## config.mk

```make
export PLATFORM = sky130hd
export DESIGN_NAME = tni_front
export DESIGN_NICKNAME = d
export VERILOG_FILES = /design/src/sv/tni_pkg.sv /design/src/sv/tni_front.sv
export SDC_FILE = /design/constraint.sdc
export NUM_CORES = 1
export LEC_CHECK = 0
export ABC_AREA = 1
export BUFFER_PORTS_ARGS = -buffer_cell sky130_fd_sc_hd__buf_4
export CAP_MARGIN = 30
export CORE_AREA = 5 5 128 130
export DETAILED_ROUTE_END_ITERATION = 6
export DIE_AREA = 0 0 133 135
export PLACE_DENSITY = 0.52
export REMOVE_ABC_BUFFERS = 1
export SLEW_MARGIN = 40
export SYNTH_ARGS = -nofsm -noshare
export SYNTH_HDL_FRONTEND = slang
export SYNTH_SLANG_ARGS = --single-unit
```

## constraint.sdc

```tcl
create_clock -name vclk -period 2.9
set_input_delay 0.87 -clock vclk [all_inputs]
set_output_delay 0.87 -clock vclk [all_outputs]
set_load 0.005 [all_outputs]
```

## src/sv/tni_pkg.sv

```systemverilog
// ----------------------------------------------------------------------------
// tni_pkg: shared types and constants of the table next iterator
// Holds the store depths, the item and status codes and the queue entry type.
// ----------------------------------------------------------------------------
package tni_pkg;

  localparam int ArrayDepth = 256;
  localparam int FieldDepth = 256;
  localparam int ArrayAw    = $clog2(ArrayDepth);
  localparam int FieldAw    = $clog2(FieldDepth);
  localparam int LimW       = 9;

  localparam logic [1:0] ModeWrArray = 2'd0;
  localparam logic [1:0] ModeWrField = 2'd1;
  localparam logic [1:0] ModeNext    = 2'd2;
  localparam logic [1:0] ModeIpairs  = 2'd3;

  localparam logic [1:0] KeyNil   = 2'd0;
  localparam logic [1:0] KeyInt   = 2'd1;
  localparam logic [1:0] KeyStr   = 2'd2;

  // Key kinds of a result word.
  localparam logic [1:0] ResKeyInt   = 2'd1;
  localparam logic [1:0] ResKeyShort = 2'd2;
  localparam logic [1:0] ResKeyLong  = 2'd3;

  localparam logic [2:0] StFound     = 3'd0;
  localparam logic [2:0] StExhausted = 3'd1;
  localparam logic [2:0] StRejected  = 3'd2;
  localparam logic [2:0] StGuard     = 3'd3;
  localparam logic [2:0] StWriteDone = 3'd4;

  localparam logic [1:0] RegArrayUse = 2'd0;
  localparam logic [1:0] RegFieldUse = 2'd1;
  localparam logic [1:0] RegFlavour  = 2'd2;

  // Work kinds the front end hands to the back end.
  typedef enum logic [2:0] {
    OpWrArray, OpWrField, OpFail, OpExhaust, OpArrayWalk, OpStrSearch, OpIpairs
  } op_e;

  typedef struct packed {
    op_e          op;
    logic [8:0]   start;
    logic         occ;
    logic         lng;
    logic [3:0]   vtag;
    logic [63:0]  vpay;
    logic [47:0]  kref;
  } cmd_t;

  typedef enum logic [2:0] {
    BkIdle, BkArrRd, BkArrChk, BkFldRd, BkFldChk, BkOut
  } bk_state_e;

endpackage

```

## src/sv/tni_front.sv

```systemverilog
// ----------------------------------------------------------------------------
// tni_front: item classifier
// Checks the table and key of each word and turns it into a back-end command.
// ----------------------------------------------------------------------------
module tni_front (
  input  logic               in_valid_i,
  output logic               in_ready_o,
  input  logic [1:0]         mode_i,
  input  logic [7:0]         slot_index_i,
  input  logic               slot_occupied_i,
  input  logic               slot_key_long_i,
  input  logic [3:0]         value_tag_i,
  input  logic [63:0]        value_payload_i,
  input  logic               table_usable_i,
  input  logic [1:0]         key_tag_i,
  input  logic signed [63:0] key_integer_i,
  input  logic [47:0]        key_ref_i,
  input  logic [8:0]         arr_lim_i,
  output logic               q_push_o,
  input  logic               q_full_i,
  output tni_pkg::cmd_t      q_cmd_o
);
  logic neg, zero, past;

  assign in_ready_o = !q_full_i;
  assign q_push_o   = in_valid_i && !q_full_i;
  assign neg  = key_integer_i[63];
  assign zero = key_integer_i == 64'sd0;
  assign past = key_integer_i[62:9] != '0 || key_integer_i[8:0] >= arr_lim_i;

  always_comb begin
    q_cmd_o       = '0;
    q_cmd_o.op    = tni_pkg::OpFail;
    q_cmd_o.occ   = slot_occupied_i;
    q_cmd_o.lng   = slot_key_long_i;
    q_cmd_o.vtag  = value_tag_i;
    q_cmd_o.vpay  = value_payload_i;
    q_cmd_o.kref  = key_ref_i;
    q_cmd_o.start = {1'b0, slot_index_i};
    case (mode_i)
      tni_pkg::ModeWrArray: q_cmd_o.op = tni_pkg::OpWrArray;
      tni_pkg::ModeWrField: q_cmd_o.op = tni_pkg::OpWrField;
      tni_pkg::ModeNext: begin
        if (!table_usable_i) begin
          q_cmd_o.op = tni_pkg::OpFail;
        end else if (key_tag_i == tni_pkg::KeyNil) begin
          q_cmd_o.op = tni_pkg::OpArrayWalk; q_cmd_o.start = '0;
        end else if (key_tag_i == tni_pkg::KeyInt) begin
          q_cmd_o.op = tni_pkg::OpArrayWalk;
          if (neg || zero) q_cmd_o.start = '0;
          else if (past)   q_cmd_o.start = arr_lim_i;
          else             q_cmd_o.start = key_integer_i[8:0];
        end else if (key_tag_i == tni_pkg::KeyStr) begin
          q_cmd_o.op = tni_pkg::OpStrSearch;
        end else begin
          q_cmd_o.op = tni_pkg::OpFail;
        end
      end
      default: begin
        if (!table_usable_i || key_tag_i != tni_pkg::KeyInt) begin
          q_cmd_o.op = tni_pkg::OpFail;
        end else if (neg || past) begin
          q_cmd_o.op = tni_pkg::OpExhaust;
        end else begin
          q_cmd_o.op = tni_pkg::OpIpairs; q_cmd_o.start = key_integer_i[8:0];
        end
      end
    endcase
  end
endmodule

```

==> impl_metrics.csv <==
group,metric,value,unit
detailed_routing,drtAntennaViolNets,0,
sta,setup_ws,-0.478,ns
sta,rsz0062_at_grt,"true",
logic_synthesis,synthSimpleGateAreaFrac,37.0,%
global_route,grt_max_degree,9,
die,fp.coreArea,15000,µm²
detailed_routing,routed-via-count,2348,
power_and_ir_drop,power_frac_seq,0,%
power_and_ir_drop,p_leak,0.00152,µW
logic_synthesis,ys_types,17,
setup_path,arrival,2.51,ns
logic_synthesis,synthesis.instances,393,
detailed_routing,wl_per_cell,28.7,µm
global_route,antenna_found_initial,0,
die,rows,45,
setup_path,startpoint,"arr_lim_i[4]",
sta,slew_viol_final,0,
power_and_ir_drop,combPwrFrac,100.0,%
setup_path,cp.required,2.03,ns
placement,dpl_cell_area,2590,µm²
finish,seq_cells,0,
setup_path,critPathMaxFanout,5,
sta,worst_pin_slew,0.482,ns
power_and_ir_drop,internal_power,200,µW
placement,gp_congestion,0.833,
setup_path,worst-setup-path-type,"in -> out",
worst_hold_path,worst_hold_startpoint,"value_payload_i[17]",
power_and_ir_drop,ir_drop,0.0543,mV
die,die_h,135,µm
setup_path,crit_path_end_kind,"primary output",
setup_path,worstSetupStartpointType,"input pin",
clock_tree,ctsHoldBuffers,0,
global_route,grt.overflow.total,0,
global_route,grt_pass1_wl,21700,µm
die,design.die.area,18000,µm²
sta,maxSlewHeadroom,67.8,%
outcome,violations,"negative setup slack",
finish,area_growth,39.7,%
logic_synthesis,post_synth.cell_area_avg,5.33,µm²
die,io_pins,338,
finish,diodes,0,
sta,finalSetupViolCount,11,
placement,dp_slack,-0.558,ns
logic_synthesis,synth_mux_area_share,0,%
global_route,first_global_vias,2338,
sta,min_period,3.38,ns
sta,finalCritPeriodShare,116,%
detailed_routing,drc,0,
flow_run,drv_cap,0,
finish,register_area,0,µm²
sta,whs,1.74,ns
finish,n_clock_buffer,0,
logic_synthesis,synth_area_leaders,"buf_4 42%, nand2_1 20%, nor2_1 9.9%, inv_1 9.7%, ha_1 5.4%",
power_and_ir_drop,p_clk_share,0,%
placement,dp_hpwl,16800,µm
logic_synthesis,synth_compound_area_share,4.42,%
finish,num-nets-final,650,
worst_hold_path,hp-class,"in -> out",
logic_synthesis,ys_seq_area_share,0,%
detailed_routing,dr.first_iter.drc_count,43,
sta,fin_tns_setup,-4.86,ns
detailed_routing,vias_per_cell,3.78,
outcome,status,"finished, violations left",
logic_synthesis,yosysWarnings,0,
worst_hold_path,hold_depth,0,
sta,max_freq,296,MHz
finish,finalInstanceArea,2930,µm²
logic_synthesis,yosys-top-cells-count,"118 x buf_4, 113 x nand2_1, 55 x nor2_1",
logic_synthesis,synth_fa_ha_area_share,5.38,%
logic_synthesis,yosysMostFrequentCell,"buf_4",
die,fp.dieW,133,µm
finish,drive_above_1_share,49.7,%
power_and_ir_drop,p_per_area,116,nW/µm²
worst_hold_path,hold-path-endpoint,"q_cmd_o[65]",
placement,io_buffers,102,
logic_synthesis,synth_top_area_share,42.3,%
power_and_ir_drop,switching_share,41.0,%
detailed_routing,first_pass_iters,4,
logic_synthesis,synth_top_area_cell,"buf_4",
detailed_routing,routed_wl,17800,µm
logic_synthesis,synth_xor_xnor_area_share,0,%
logic_synthesis,synth_top_family_by_area,"buffers and inverters",
die,start_util,13.9,%
global_route,grtUsageTotal,18.2,%
sta,hold_viol_final,0,
logic_synthesis,synth_area,2090,µm²
power_and_ir_drop,switchingPower,139,µW
-- kinds of logic (layout without fill, tap and decap cells) --
logic type,Yosys count,count (layout)
AOI/OAI and AO/OA,16,16
and+or+nand+nor,193,193
adders and majority gates,9,9
buffers and inverters,175,215
-- power groups by stage --
stage          Sequential (µW)  Clock, µW  Combinational [µW]
6_report                     0          0                 339
5_1_grt                      0          0                 372
4_1_cts                      0          0                 332
3_5_place_dp                 0          0                 288
3_3_place_gp                 0          0                 287
2_1_floorplan                0          0                91.6
-- what timing repair did --
action,in CTS,in global routing
hold endpoints to repair,0,0
endpoints found under the setup margin,11,11
resized for setup,75,10
cloned,0,0
pin swaps,29,6
setup buffers,3,1
-- area by class of cell --
type,instances,area [µm²]
Fill cell,1744,12100
Inverter,55,221
Multi-Input combinational cell,218,1200
Tap cell,188,235
Timing Repair Buffer,160,1270
-- per-stage QoR --
stage | std cells | utilization, % | power, µW
after floorplan | 273 | - | 91.6
after global placement | 617 | 17.2 | 287
after detailed placement | 617 | 17.2 | 288
after CTS | 620 | 19.2 | 332
after global routing | 621 | 19.5 | 372
final | 621 | 19.5 | 339
-- layer usage --
layer | wire length [µm] | track usage (%) | vias up
met5 | 0 | 0 | -
met1 | 3800 | 11.1 | 950
met2 | 9700 | 35.8 | 228
met3 | 3860 | 18.3 | 18
met4 | 460 | 3.93 | 0
li1 | - | - | 1152
-- worst max-delay path by stage --
stage                   end  slack, ns  cells past startpoint
2_1_floorplan  q_cmd_o[118]      -0.37                     12
3_3_place_gp   q_cmd_o[118]      -0.52                     13
3_5_place_dp   q_cmd_o[127]      -0.56                     11
4_1_cts        q_cmd_o[120]      -0.45                     17
5_1_grt        q_cmd_o[125]      -0.61                     15
6_report       q_cmd_o[126]      -0.48                     12
-- worst max-delay path, stage by stage --
cell and delay, ns:
buf_6 0.09, inv_4 0.05, ha_4 0.21, a21oi_2 0.12, nand2_1 0.08, nand2_1 0.06
nand4_1 0.15, nor2_4 0.26, nand3_4 0.13, buf_6 0.16, o31ai_2 0.16, buf_4 0.15
-- layout by cell type, fill, tap and decap left out, drive strengths merged --
cell type,n
nor2,56
o22ai,1
o21ai,3
a21oi,10
a41oi,1
ha,9
inv,54
clkinv,1
o31ai,1
nand3,17
buf,160
nor3,1
nand4,6
nand2,113
(Power assumes the default switching activity.)
