File: config.mk
export PLATFORM = sky130hd
export DESIGN_NAME = tni_queue
export DESIGN_NICKNAME = d
export VERILOG_FILES = /design/src/sv/tni_pkg.sv /design/src/sv/tni_queue.sv
export SDC_FILE = /design/constraint.sdc
export NUM_CORES = 1
export LEC_CHECK = 0
export BUFFER_PORTS_ARGS = -buffer_cell sky130_fd_sc_hd__buf_2
export CAP_MARGIN = 20
export CORE_MARGIN = 3
export CORE_UTILIZATION = 35
export DETAILED_ROUTE_END_ITERATION = 6
export PLACE_DENSITY = 0.57
export SYNTH_ARGS = -nofsm -noshare
export SYNTH_HDL_FRONTEND = slang
export SYNTH_SLANG_ARGS = --single-unit
File: constraint.sdc
create_clock -name clk_i -period 14 [get_ports clk_i]
set_input_delay 1.4 -clock clk_i [delete_from_list [all_inputs] [get_ports clk_i]]
set_output_delay 1.4 -clock clk_i [all_outputs]
set_load 0.05 [all_outputs]
File: src/sv/tni_pkg.sv
// ----------------------------------------------------------------------------
// tni_pkg: shared types and constants of the table next iterator
// Holds the store depths, the item and status codes and the queue entry type.
// ----------------------------------------------------------------------------
package tni_pkg;

  localparam int ArrayDepth = 256;
  localparam int FieldDepth = 256;
  localparam int ArrayAw    = $clog2(ArrayDepth);
  localparam int FieldAw    = $clog2(FieldDepth);
  localparam int LimW       = 9;

  localparam logic [1:0] ModeWrArray = 2'd0;
  localparam logic [1:0] ModeWrField = 2'd1;
  localparam logic [1:0] ModeNext    = 2'd2;
  localparam logic [1:0] ModeIpairs  = 2'd3;

  localparam logic [1:0] KeyNil   = 2'd0;
  localparam logic [1:0] KeyInt   = 2'd1;
  localparam logic [1:0] KeyStr   = 2'd2;

  // Key kinds of a result word.
  localparam logic [1:0] ResKeyInt   = 2'd1;
  localparam logic [1:0] ResKeyShort = 2'd2;
  localparam logic [1:0] ResKeyLong  = 2'd3;

  localparam logic [2:0] StFound     = 3'd0;
  localparam logic [2:0] StExhausted = 3'd1;
  localparam logic [2:0] StRejected  = 3'd2;
  localparam logic [2:0] StGuard     = 3'd3;
  localparam logic [2:0] StWriteDone = 3'd4;

  localparam logic [1:0] RegArrayUse = 2'd0;
  localparam logic [1:0] RegFieldUse = 2'd1;
  localparam logic [1:0] RegFlavour  = 2'd2;

  // Work kinds the front end hands to the back end.
  typedef enum logic [2:0] {
    OpWrArray, OpWrField, OpFail, OpExhaust, OpArrayWalk, OpStrSearch, OpIpairs
  } op_e;

  typedef struct packed {
    op_e          op;
    logic [8:0]   start;
    logic         occ;
    logic         lng;
    logic [3:0]   vtag;
    logic [63:0]  vpay;
    logic [47:0]  kref;
  } cmd_t;

  typedef enum logic [2:0] {
    BkIdle, BkArrRd, BkArrChk, BkFldRd, BkFldChk, BkOut
  } bk_state_e;

endpackage

File: src/sv/tni_queue.sv
// ----------------------------------------------------------------------------
// tni_queue: two-entry command queue
// Decouples the classifier from the table walker.
// ----------------------------------------------------------------------------
module tni_queue (
  input  logic          clk_i,
  input  logic          rst_ni,
  input  logic          push_i,
  input  tni_pkg::cmd_t cmd_i,
  output logic          full_o,
  input  logic          pop_i,
  output logic          empty_o,
  output tni_pkg::cmd_t cmd_o
);
  tni_pkg::cmd_t ent_q [2];
  logic       wp_q, rp_q;
  logic [1:0] cnt_q;

  assign full_o  = cnt_q == 2'd2;
  assign empty_o = cnt_q == 2'd0;
  assign cmd_o   = ent_q[rp_q];

  always_ff @(posedge clk_i) begin
    if (push_i) ent_q[wp_q] <= cmd_i;
  end

  always_ff @(posedge clk_i or negedge rst_ni) begin
    if (!rst_ni) begin
      wp_q <= 1'b0; rp_q <= 1'b0; cnt_q <= '0;
    end else begin
      if (push_i) wp_q <= !wp_q;
      if (pop_i)  rp_q <= !rp_q;
      cnt_q <= cnt_q + {1'b0, push_i} - {1'b0, pop_i};
    end
  end

  ovf_chk: assert property (@(posedge clk_i) disable iff (!rst_ni)
    !(push_i && full_o)) else $error("queue overflow");
  udf_chk: assert property (@(posedge clk_i) disable iff (!rst_ni)
    !(pop_i && empty_o)) else $error("queue underflow");
  cnt_chk: assert property (@(posedge clk_i) disable iff (!rst_ni)
    cnt_q != 2'd3) else $error("queue count out of range");
endmodule

==> results.txt, run 1 <==
- Result of the run: finished, final reports clean
* Ys async rst share: 0.0152
- Worst slew slack as a fraction of its limit: 0.278
- In this run the register-to-register setup slack is 11470 ps.
- Storage cell area: 7910 um^2
- Derived from the worst setup path, the maximum achievable clock frequency is 250 MHz.
- The pre-antenna-repair detailed-routing pass consisted of 4 iterations.
- Total wire length: 19.2 mm
- The finished cells cover 12600 um^2.
- Placeable core region: 27900 um^2
- Starting density of the core: 0.356
- During synthesis, Yosys emitted a total of 0 warnings.
- Among cell families on the critical path, the largest total delay comes from buffers and inverters.
- The initial antenna violation count is 0.
- Distinct cell type count after synthesis: 14
- Summing internal, switching and leakage power gives 0.00308 W.
- Fraction of synthesized cell area taken by the top area cell type: 0.784
* Multiplexer share of the synthesized area: 0.181
* Number of flops mapped to enable cells by yosys: 260
- Setup repair after global routing left no endpoint under its margin.
* Quantity of I/O buffers inserted on ports: 265
- The slowest stage of the critical path is the sky130_fd_sc_hd__buf_4 cell.
- In this run the number of H-tree levels came out at 1.
- The largest total area in the synthesized netlist belongs to sky130_fd_sc_hd__edfxtp_1.
- The filler cells instantiated in the layout total 2467.
- Height of the die: 175 um
* Synthesized-area fraction occupied by ao, oa, aoi and oai cells: 0
- Post-Synth Simple-Gate Area: 0.00226
- Number of vias per cell: 4.42
- Dpl hpwl: 12.7 mm
- The detailed router placed 4889 vias in this run.
- CP Data Arrival Time: 2600 ps
- TritonCTS clock tree: built
- Path type of the worst min-delay path: flip-flop to flip-flop
* Placed Instance Area: 11700 um^2
* Final worst path period share: 0.286
- In this run the power density over the cells is 245 nW/um^2.
- Clock-pin slew was measured on the worst setup and hold paths at 60 ps.
- Number of sinks driven by the clock tree: 264
- Avg Cell Area, Syn: 23.7 um^2
- STA classifies the critical path startpoint as a flip-flop.
* CTS buffer count: 29
* Endpoints failing setup: 0
* Top_reg_cell synth: sky130_fd_sc_hd__edfxtp_1
- Number of design rule violations left after detail routing: 0
- Worst Tran Pin Value: 1080 ps
- Entering global routing, the biggest net connects 67 pins.
* Area occupied by multi-input gates: 1900 um^2
* Total track usage: 0.121
* # nets final: 842
* Global placement routability congestion: 0.697
- First-pass GRT wire length: 29.4 mm
- Kind of critical path: flip-flop to output port
- After floorplanning, the core was divided into 61 placement rows.
- Number of setup buffers added after CTS: 0
- Of the total synthesized cell area, the portion taken by full adders, half adders and majority gates is 0.00251.
- After synthesis the netlist holds a flip-flop and latch count of 264.
* Resized Gates After CTS: 0
* Crit-path max cell delay: 760 ps
- By count the netlist is led by sky130_fd_sc_hd__edfxtp_1 (260), sky130_fd_sc_hd__mux2_4 (90), sky130_fd_sc_hd__mux2_2 (40).
* Sequential cell area fraction in the yosys report: 0.794
- Leakage: 4.96 nW
- I/O pins: 266
* Synthesized netlist cell count: 420
- Buffers inserted to repair hold after CTS numbered 0.
* Number of pins exceeding their max-slew limit in the final report: 0
- Sort of element at the end of the critical path: output port
* Relative area change from synthesis to final layout: 26.3%
- After routing, the total negative slack on setup checks comes to 0 ps.
- Buffers from clock root to sink, at most: 3
- Counting every net in the synthesized netlist gives 556.
* Largest fanout on the critical path: 61
- Final worst-path setup slack: 10000 ps
- In the final layout, the share of cells above drive strength 1 is 0.609.
- The hold violation total from the final report was 0.
* Req. time, crit path: 12600 ps
- The floorplan step defined a die boundary enclosing 30500 um^2.
- After detailed routing, the average wire length per cell comes to 17.3 um.
- Crit path time final: 4000 ps
- Remaining number of nets flagged by the antenna check after routing: 0
- Post-synthesis share of cell area spent on xor and xnor gates: 0.00415
* Clock root buffer: sky130_fd_sc_hd__clkbuf_16
* Number of max-cap violations: 0
- The cell area that synthesis handed to floorplanning was 9950 um^2.
* Worst setup skew after layout: 10.8 ps
- Setup slack after placement: 10320 ps
- Sum of buffers and inverters on the critical path: 2
- For this run, the share of the core covered by cells in the final layout is 0.450.
* Top-count cell post-synth: sky130_fd_sc_hd__edfxtp_1
- The detailed router finished its first iteration with 212 violations.
- Worst-path cell chain: buf_4, mux2_2, buf_2
- Combinational family with the most area after synthesis: multiplexers
- Antenna Diode Count: 0
- Ranked by total cell area, the synthesized netlist is headed by sky130_fd_sc_hd__edfxtp_1 (78%), sky130_fd_sc_hd__mux2_4 (14%), sky130_fd_sc_hd__mux2_2 (4.5%), sky130_fd_sc_hd__buf_6 (1.1%), sky130_fd_sc_hd__dfrtp_1 (1.0%).
- For this run the aggregate overflow at the end of global routing stands at 0.
* Die boundary width: 175 um
* Worst-Skew Late Latency: 530 ps
* Worst VDD drop: 124 uV
- Vias in the first global route: 5181
## metal layers
| layer | track usage | vias up | share of wire |
|---|---|---|---|
| met5 | 0 | - | 0 |
| met4 | 0.0319 | 0 | 0.023 |
| met3 | 0.0376 | 28 | 0.079 |
| met2 | 0.201 | 188 | 0.49 |
| met1 | 0.154 | 2427 | 0.41 |
| li1 | - | 2246 | - |
## logic make-up (layout without fill, tap and decap cells)
logic type | count (synthesis) | count (layout)
DFF | 264 | 264
buffers and inverters | 17 | 326
xor gates and xnor gates | 3 | 3
adders and majority gates | 2 | 2
muxes | 130 | 130
and+or+nand+nor | 4 | 4
## area by class of cell
class                   instances  area share
clock buffers                  35      0.0595
clock inverters                19      0.0135
inverters                       2    0.000597
repair buffers                270       0.108
multi-input cells             139       0.151
flip-flops and latches        264       0.629
well taps                     378      0.0376
## metrics by stage
| stage | instances | hold WS [ps] |
|---|---|---|
| 6_report | 1107 | 550 |
| 3_5_place_dp | 1053 | 547 |
| 3_3_place_gp | 1053 | 531 |
| 2_1_floorplan | 420 | 455 |
| 4_1_cts | 1107 | 556 |
| 5_1_grt | 1107 | 582 |
## path summary, 6_finish.rpt
check | from | end | depth (start not counted)
worst max-delay path | rp_q$_DFFE_PN0P_ | cmd_o[14] | 3
worst min-delay path | wp_q$_DFFE_PN0P_ | wp_q$_DFFE_PN0P_ | 1
worst max register to register | wp_q$_DFFE_PN0P_ | ent_q[1][91]$_DFFE_PP_ | 2
worst min register to register | wp_q$_DFFE_PN0P_ | wp_q$_DFFE_PN0P_ | 1
max in group asynchronous | rst_ni | rp_q$_DFFE_PN0P_ | 1
min in group asynchronous | rst_ni | cnt_q[1]$_DFF_PN0_ | 1
## report_power, final
group          internal, W  switching, W
clock network     0.000434      0.000290
logic             0.000381      0.000877
registers          0.00105     0.0000442
total              0.00187       0.00121
## cells in the final DEF, fill, tap and decap left out
cell type,Yosys,final
sky130_fd_sc_hd__buf_2,4,265
sky130_fd_sc_hd__clkinvlp_4,0,2
sky130_fd_sc_hd__bufinv_16,0,3
sky130_fd_sc_hd__mux2_2,40,40
sky130_fd_sc_hd__xor3_1,1,1
sky130_fd_sc_hd__xor2_1,2,2
sky130_fd_sc_hd__inv_6,0,1
sky130_fd_sc_hd__and2_4,0,1
sky130_fd_sc_hd__ha_1,2,2
sky130_fd_sc_hd__nor2b_1,2,1
sky130_fd_sc_hd__dfrtp_1,4,3
sky130_fd_sc_hd__clkinv_2,0,6
sky130_fd_sc_hd__edfxtp_1,260,260
sky130_fd_sc_hd__buf_4,0,5
sky130_fd_sc_hd__clkbuf_1,0,6
sky130_fd_sc_hd__clkinv_1,0,7
sky130_fd_sc_hd__mux2_4,90,90
sky130_fd_sc_hd__inv_1,2,2
sky130_fd_sc_hd__nor2_1,1,1
sky130_fd_sc_hd__dfrtp_4,0,1
sky130_fd_sc_hd__clkbuf_16,0,29
sky130_fd_sc_hd__nor2b_4,0,1
## state kept, by name, summed over array words and instances, names as in the netlist
| register | count |
|---|---|
| ent_q | 260 |
| cnt_q | 2 |
| rp_q | 1 |
| wp_q | 1 |
Note: power is estimated with default switching activity, not from simulation.
==> run 2, diff against run 1 <==
--- a/config.mk
+++ b/config.mk
@@ -10,7 +10,7 @@
 export CORE_MARGIN = 3
 export CORE_UTILIZATION = 35
 export DETAILED_ROUTE_END_ITERATION = 6
-export PLACE_DENSITY = 0.57
+export PLACE_DENSITY = 0.59
 export SYNTH_ARGS = -nofsm -noshare
 export SYNTH_HDL_FRONTEND = slang
 export SYNTH_SLANG_ARGS = --single-unit
==> constraint.sdc (replaced) <==
create_clock -name clk_i -period 3.25 [get_ports clk_i]
set_input_delay 0.325 -clock clk_i [delete_from_list [all_inputs] [get_ports clk_i]]
set_output_delay 0.325 -clock clk_i [all_outputs]
set_load 0.05 [all_outputs]
==> run 2 against run 1 <==
Count of clock-buffer cells in the layout did not move. Die area unchanged. Worst setup slack worse by 9100 ps. Sequential power grew to 4.3 times the previous value. Sequential cell count is the same. Non-clock buffer count rose by 133. Cell count is 12% higher. Wire length increased by 5.7%. Critical path depth stayed put. First-iteration DRC count is 36% higher. Global-route usage is 0.75 points higher.
==> results.txt, run 2 (same netlist as run 1, synthesis figures left out) <==
- The flow ran to the end, and the final reports show no timing, DRC or antenna violations.
- Worst slew slack as a fraction of its limit: 0.575 (+0.297)
* Crit-path max cell delay: 440 ps (-320 ps)
- Worst Reg-to-Reg Cells: 2 (unchanged)
- Clock tree synthesis selected as its root buffer the cell sky130_fd_sc_hd__clkbuf_16.
- The largest fanout on the critical path is 67 (+9.8%).
- Signal routing reaches up to met4.
* Number of vias per cell: 4.34 (-1.7%)
- Global placement routability congestion: 0.708 (+1.7%)
* Max Fclk: 429 MHz
* Number of stages on the worst hold path: 2 (+1)
* Sort of element at the end of the critical path: output port
* GRT overflow: 0 (unchanged)
- Worst setup skew after layout: 6.62 ps (-4.17 ps)
- The worst register-to-register path begins at wp_q$_DFFE_PN0P_.
- The hold buffer count at CTS is 132 (+132).
- The sum of net half-perimeters after detailed placement came to 13.0 mm (+1.7%).
* Kind of critical path: flip-flop to output port
- The count of filler cells inserted in the layout is 2343 (-5.0%).
- I/O pins: 266 (unchanged)
- The total of max-cap violations came to 0 (unchanged).
- The clock-pin slew on the worst setup and hold paths is 60 ps (about the same).
* Length of routed met3 wiring: 1.52 mm (+0.73%)
- Path type of the worst min-delay path: primary input to flip-flop
- For hold timing, the worst endpoint is wp_q$_DFFE_PN0P_.
* Wire length on met1: 8.14 mm (+3.7%)
* Buffers from clock root to sink, at most: 3 (unchanged)
- The initial antenna violation count is 0 (unchanged).
* Leading cell type in the layout, fill and taps excluded: sky130_fd_sc_hd__buf_2
* Max FFs per register: 260 (unchanged)
* Placeable core region: 27900 um^2 (unchanged)
- The endpoint required time on the critical path was 2920 ps (-9680 ps).
- CTS buffer count: 28 (-3.4%)
* Die boundary width: 175 um (unchanged)
- Worst min-delay path startpoint: push_i
- Leading registers by flop count: ent_q: 260 flops, cnt_q: 2 flops
- Quantity of I/O buffers inserted on ports: 265 (unchanged)
- The worst IR drop on VDD came to 799 uV (+540%).
- The chip height came to 175 um (unchanged).
* Leakage: 5.51 nW (+11%)
- STA classifies the critical path startpoint as a flip-flop.
- Worst-path cell chain: buf_12, mux2_4, buf_2
- Crit path time final: 2330 ps
* Endpoints failing setup: 0 (unchanged)
- CP Data Arrival Time: 2010 ps (-590 ps)
- Wire per inst: 16.4 um (-5.3%)
* Most frequent cells in the layout: sky130_fd_sc_hd__buf_2 (265), sky130_fd_sc_hd__edfxtp_1 (260), sky130_fd_sc_hd__dlygate4sd3_1 (132)
* Final worst path period share: 0.717
- Counting flops per register, the top entry is ent_q.
- Starting density of the core: 0.356 (unchanged)
* Via total after detailed routing: 5365 (+9.7%)
- H-tree lvl count: 1 (unchanged)
* Final hold viol count: 0 (unchanged)
* Internal reg-to-reg setup slack: 1590 ps (-9880 ps)
- Remaining number of nets flagged by the antenna check after routing: 0 (unchanged)
* Worst-Skew Late Latency: 520 ps (about the same)
- Total wire length: 20.3 mm (+5.7%)
- Number of setup buffers added after CTS: 0 (unchanged)
- Relative area change from synthesis to final layout: 39.6%
- Worst Tran Pin Value: 637 ps (-446 ps)
- TritonCTS built the clock tree.
- Antenna Diode Count: 0 (unchanged)
* Total number of placement rows: 61 (unchanged)
* Unrepaired setup endpoints after global routing: false
- The layout cell share with drive strength beyond 1 was 0.514 (-0.0951).
- Vias in the first global route: 5807 (+12%)
* Number of design rule violations left after detail routing: 0 (unchanged)
- The number of gates resized after cts was 0 (unchanged).
- First drt pass iteration count: 4 (unchanged)
- The largest net degree at the start of global routing came to 76 (+13%).
* Die ar.: 30500 um^2 (unchanged)
- Length of routed met2 wiring: 10.0 mm (+6.9%)
* R2r endpoint: ent_q[1][33]$_DFFE_PP_
- The number of DRC violations after detailed-routing iteration 0 is 289 (+36%).
- The number of sinks driven by the clock tree is 264 (unchanged).
- CP max-delay cell: sky130_fd_sc_hd__dfrtp_4
* # nets final: 974 (+16%)
- The cell area after layout is 13900 um^2 (+10%).
- Placed Instance Area: 11700 um^2 (+0.60%)
- The overall global routing resource usage is 0.128 (+0.00747).
- Power per unit of standard cell area: 950 nW/um^2 (+290%)
* Number of pins exceeding their max-slew limit in the final report: 0 (unchanged)
- First-pass GRT wire length: 31.5 mm (+7.0%)
- The setup total negative slack came to 0 ps (unchanged).
## run 2: worst max-delay path by stage
stage	to	start	slack [ps]
3_3_place_gp	cmd_o[24]	rp_q$_DFFE_PN0P_	1460
2_1_floorplan	ent_q[0][0]$_DFFE_PP_	wp_q$_DFFE_PN0P_	470
3_5_place_dp	cmd_o[19]	rp_q$_DFFE_PN0P_	1460
4_1_cts	cmd_o[19]	rp_q$_DFFE_PN0P_	870
5_1_grt	cmd_o[19]	rp_q$_DFFE_PN0P_	830
6_report	cmd_o[81]	rp_q$_DFFE_PN0P_	920
## run 2: critical path, delay by kind of cell (launching register included)
kind	cells	cell delay, ps
buf+inv	2	560
flops	1	440
mux	1	360
## run 2: area by class of cell
type | instances | area (um^2) | share of cell area
well taps | 378 | 473 | 0.0340
flip-flops and latches | 264 | 7910 | 0.570
clock buffers | 35 | 748 | 0.0539
clock inverters | 15 | 95.1 | 0.00685
multi-input cells | 139 | 1900 | 0.137
repair buffers | 403 | 2760 | 0.198
inverters | 2 | 7.51 | 0.000540
## run 2: through the flow
stage | power [W] | util | hold slack [ps] | instances | worst slack, ps
global placement | 0.0102 | 0.420 | 134 | 1054 | 1460
finish | 0.0132 | 0.497 | 43.2 | 1236 | 920
global route | 0.0137 | 0.497 | 27.2 | 1236 | 831
CTS | 0.0134 | 0.497 | 7.29 | 1236 | 866
floorplan | 0.00928 | - | 29.4 | 420 | 474
detailed placement | 0.0103 | 0.420 | 140 | 1054 | 1460
## run 2: layer usage
metal / track usage / vias to the layer above
li1: - / 2512
met1: 0.157 / 2609
met2: 0.222 / 204
met3: 0.0369 / 40
met4: 0.0369 / 0
met5: 0 / -
## run 2: where the power goes
group	total, W	internal [W]	switching (W)	leakage, nW
Clock	0.00288	0.00169	0.00119	0.417
Sequential	0.00469	0.00452	0.000169	2.49
Combinational	0.00562	0.00178	0.00384	2.61
